<file path="config.mk">
export PLATFORM = sky130hd
export DESIGN_NAME = acc_back
export DESIGN_NICKNAME = d
export VERILOG_FILES = /design/src/design/acc_pkg.sv /design/src/design/acc_back.sv
export SDC_FILE = /design/constraint.sdc
export NUM_CORES = 1
export LEC_CHECK = 0
export BUFFER_PORTS_ARGS = -buffer_cell sky130_fd_sc_hd__buf_2
export CELL_PAD_IN_SITES_DETAIL_PLACEMENT = 0
export CELL_PAD_IN_SITES_GLOBAL_PLACEMENT = 1
export CORE_MARGIN = 5
export CORE_UTILIZATION = 42
export CTS_CLUSTER_DIAMETER = 60
export DETAILED_ROUTE_END_ITERATION = 16
export PLACE_DENSITY = 0.88
export SYNTH_ARGS = -nofsm -noshare
export SYNTH_HDL_FRONTEND = slang
export SYNTH_SLANG_ARGS = --single-unit
</file>
<file path="constraint.sdc">
create_clock -name clock -period 17.15 [get_ports clock]
set_clock_uncertainty 0.2 [all_clocks]
set_input_delay 1.715 -clock clock [delete_from_list [all_inputs] [get_ports clock]]
set_output_delay 1.715 -clock clock [all_outputs]
set_load 0.01 [all_outputs]
</file>
<file path="src/design/acc_pkg.sv">
// Package with shared constants and status codes for the arc center core.
`timescale 1ns / 1ps

package acc_pkg;

   localparam int CENTER_BITS = 40;
   localparam int STATUS_BITS = 2;

   typedef enum logic [STATUS_BITS-1:0] {
      STATUS_OK        = 2'd0,
      STATUS_COLLINEAR = 2'd1,
      STATUS_SATURATED = 2'd2
   } status_type;

endpackage

</file>
<file path="src/design/acc_back.sv">
// Output stage: rounding, sign, saturation and the response register.
`timescale 1ns / 1ps

module acc_back import acc_pkg::*; #(
   parameter int NM = 62,
   parameter int DW = 34
) (
   input  logic                          clock,
   input  logic                          reset,
   input  logic                          en,
   input  logic                          valid_in,
   input  logic [NM-1:0]                 qx,
   input  logic [DW-1:0]                 rx,
   input  logic [NM-1:0]                 qy,
   input  logic [DW-1:0]                 ry,
   input  logic [DW-1:0]                 den,
   input  logic                          negx,
   input  logic                          negy,
   input  logic                          coll,
   output logic                          valid_out,
   output logic signed [CENTER_BITS-1:0] center_x,
   output logic signed [CENTER_BITS-1:0] center_y,
   output logic [STATUS_BITS-1:0]        status
);

   localparam int QW = (NM + 1 > CENTER_BITS + 1) ? NM + 1 : CENTER_BITS + 1;
   localparam logic [QW-1:0] LIM = QW'(1) << (CENTER_BITS - 1);

   logic                   v_ff;
   logic [CENTER_BITS-1:0] cx_ff, cy_ff, cx_in, cy_in;
   status_type             st_ff, st_in;
   logic [QW-1:0]          qrx, qry;
   logic                   satx, saty;

   always_comb begin
      qrx  = QW'(qx) + QW'({rx, 1'b0} >= {1'b0, den});
      qry  = QW'(qy) + QW'({ry, 1'b0} >= {1'b0, den});
      satx = negx ? (qrx > LIM) : (qrx > LIM - QW'(1));
      saty = negy ? (qry > LIM) : (qry > LIM - QW'(1));
      if (satx) begin
         cx_in = negx ? CENTER_BITS'(LIM) : CENTER_BITS'(LIM - QW'(1));
      end else begin
         cx_in = negx ? CENTER_BITS'(-qrx) : CENTER_BITS'(qrx);
      end
      if (saty) begin
         cy_in = negy ? CENTER_BITS'(LIM) : CENTER_BITS'(LIM - QW'(1));
      end else begin
         cy_in = negy ? CENTER_BITS'(-qry) : CENTER_BITS'(qry);
      end
      st_in = (satx || saty) ? STATUS_SATURATED : STATUS_OK;
      if (coll) begin
         cx_in = '0;
         cy_in = '0;
         st_in = STATUS_COLLINEAR;
      end
   end

   always_ff @(posedge clock) begin
      if (reset) begin
         v_ff <= 1'b0;
      end else if (en) begin
         v_ff <= valid_in;
      end
   end

   always_ff @(posedge clock) begin
      if (en) begin
         cx_ff <= cx_in;
         cy_ff <= cy_in;
         st_ff <= st_in;
      end
   end

   assign valid_out = v_ff;
   assign center_x  = cx_ff;
   assign center_y  = cy_ff;
   assign status    = st_ff;

endmodule

</file>
==> flow_metrics.env <==
export IMPL_status="completed"
export IMPL_hold_viol_final=0
export IMPL_drtPass1Iterations=6
export IMPL_maxCapViolations=0
export IMPL_synth_distinct_cells=80
export IMPL_grt_max_degree=84
export IMPL_num_vias=11550
export IMPL_clkTransAtPathRegs_ns=0.06
export IMPL_placed_area_um2=12510
export IMPL_fin_crit_sh_pct=48.84
export IMPL_fp_row_count=58
export IMPL_grt_ovfl_total=0
export IMPL_power_mw=0.7027
export IMPL_worstPathArrival_ns=8.35
export IMPL_synth_top_area_cell="edfxtp_1"
export IMPL_cp_start_kind="input pin"
export IMPL_synth_area_um2=10800
export IMPL_yosysSeqAreaShare_pct=22.99
export IMPL_grt_pass1_vias=10870
export IMPL_worstSetupPathType="in2reg"
export IMPL_cts_buffer_depth=2
export IMPL_drc=0
export IMPL_path_max_fanout=39
export IMPL_setup_violations=0
export IMPL_port_buffers=315
export IMPL_syn_avg_cell_area_um2=7.945
export IMPL_post_dp_hpwl_um=29610
export IMPL_synthCells=1359
export IMPL_core_um2=25250
export IMPL_cts_root_buf="clkbuf_16"
export IMPL_p_leak_nw=5.112
export IMPL_postCtsSetupBuffers=0
export IMPL_grt_pass1_wl_um=57150
export IMPL_die_width_um=170.3
export IMPL_rsz0062_at_grt="false"
export IMPL_place_gp_congestion=0.9507
export IMPL_synth_area_leaders="edfxtp_1, ha_1, xnor2_1"
export IMPL_cp_end_kind="flop"
export IMPL_critPathRequiredTime_ns=17.12
export IMPL_p_per_area_nw_per_um2=54.70
export IMPL_clkSinkCount=83
export IMPL_diodes=0
export IMPL_worst_pin_slew_ns=1.126
export IMPL_start_util_pct=42.76
export IMPL_slew_headroom_pct=24.77
export IMPL_cts_tree="built"
export IMPL_ir_drop_uv=48.10
export IMPL_tns_ns=0
export IMPL_layout_nets=1928
export IMPL_synth_most_common_cell="nand2_1"
export IMPL_cts_hold_buf=0
export IMPL_antenna_found_initial=0
export IMPL_io_pins=316
export IMPL_cts_buffers=9
export IMPL_final_area_um2=12850
export IMPL_yosysWarnings=0
export IMPL_drv_slew=0
export IMPL_async_flop_share_pct=0
export IMPL_routed_wl_um=36630
export IMPL_clk_latency_ns=0.34
export IMPL_wl_per_cell_um=18.72
export IMPL_drt_iter0_drc=1151
export IMPL_dp_cells=1940
export IMPL_timing_fmax_mhz=119.4
export IMPL_ys_seq_elements=83
export IMPL_htree_levels=3
export IMPL_drive_above_1_share_pct=24.48
export IMPL_synthFlopType="edfxtp_1"
export IMPL_dp_slack_ns=8.541
export IMPL_synth_top_cell_area_share_pct=22.80
export IMPL_synth_nets=1666
export IMPL_period_minus_slack_ns=8.376
export IMPL_detail_route_antenna_nets=0
export IMPL_die_h_um=170.3
export IMPL_synthTopCellsByCount="nand2_1, xnor2_1, a21oi_1"
export IMPL_track_usage_pct=24.17
export IMPL_die_area_um2=29020
export IMPL_syn_to_final_growth_pct=18.97
export IMPL_hold_class="reg2reg"
export IMPL_post_cts_resize_count=0
export IMPL_vias_per_cell=5.907
export IMPL_synth_edf_count=82
export IMPL_fin_cells=1956
export IMPL_setup_ws_ns=8.774
==> power breakdown <==
group,internal (mW),switching (mW)
Clock,0.133,0.0840
Combinational,0.0925,0.142
Sequential,0.244,0.00630
==> cells by family after synthesis <==
group | count (synthesis) | synth area share, %
simple gates | 591 | 30.07
compound gates | 302 | 18.63
xor+xnor | 165 | 13.38
buf+inv | 133 | 5.295
flops | 83 | 22.99
fa+ha+maj | 74 | 8.575
mux | 11 | 1.054
==> metrics by stage <==
stage | hold WS, ns | util [%]
global placement | 0.2683 | 49.54
CTS | 0.3064 | 50.87
finish | 0.3012 | 50.87
global route | 0.3551 | 50.87
detailed placement | 0.2881 | 49.54
floorplan | 0.3279 | -
==> layout by cell type, fill, tap and decap left out, types with 17 or more instances in the layout <==
| cell type | count |
|---|---|
| buf_2 | 313 |
| nand2_1 | 143 |
| xnor2_1 | 102 |
| a21oi_1 | 85 |
| nand3_1 | 82 |
| edfxtp_1 | 82 |
| ha_1 | 74 |
| inv_1 | 66 |
| xor2_1 | 63 |
| nand4_1 | 61 |
| o21ai_0 | 55 |
| nor2_1 | 55 |
| nor4_1 | 42 |
| nor3_1 | 40 |
| o31ai_1 | 26 |
| and3_1 | 22 |
| or3_1 | 22 |
| nand2_2 | 20 |
| a21oi_2 | 20 |
| a21o_1 | 18 |
| and4_1 | 18 |
| or4_1 | 17 |
==> routing by layer <==
metal  track usage, %  vias up  wire (um)  part of all wire [%]
met2            39.86      534      16980                    46
li1                 -     5629          -                     -
met5                0        -          0                     0
met4            7.639        0       1034                   2.8
met1            32.69     5329      15640                    43
met3            3.600       62       2967                   8.1
==> worst max-delay path, stage by stage <==
cell and delay [ns]:
buf_2 0.07, inv_1 0.05, ha_1 0.26, nor2b_1 0.13, o21a_1 0.12, o21a_1 0.12, o21a_1 0.11, o21a_1 0.10
o21a_1 0.10, o21ai_0 0.07, a2111oi_0 0.43, o41ai_1 0.16, nand3_1 0.22, ha_1 0.24, ha_1 0.37, nand4_1 0.30
or3_1 0.57, nor4_1 0.79, xnor2_1 0.27, nor4b_1 0.56, nand4_1 0.26, o41a_1 0.40, o21ai_4 0.12, buf_4 0.46
nand2b_1 0.17, o22ai_1 0.18
==> sequential cells by signal (all words and copies together) (netlist names) <==
name and cells:
center_x 40, center_y 40, status 2, valid_out 1
==> worst paths after layout <==
kind	to	from	cells after the start	slack, ns
worst max-delay path	center_x[33]	den[1]	26	8.77
worst min-delay path	valid_out	valid_out	2	0.30
worst max register to register	valid_out	valid_out	2	16.35
worst min register to register	valid_out	valid_out	2	0.30
==> cell type report <==
| class | instances | area, um^2 |
|---|---|---|
| clock buffer | 10 | 239.0 |
| clock inverter | 6 | 96.34 |
| fill | 2493 | 12410 |
| inverter | 66 | 247.7 |
| multi-input combinational | 1143 | 7764 |
| sequential | 83 | 2482 |
| tap | 330 | 412.9 |
| timing repair buffer | 318 | 1604 |
(Power assumes the default switching activity.)
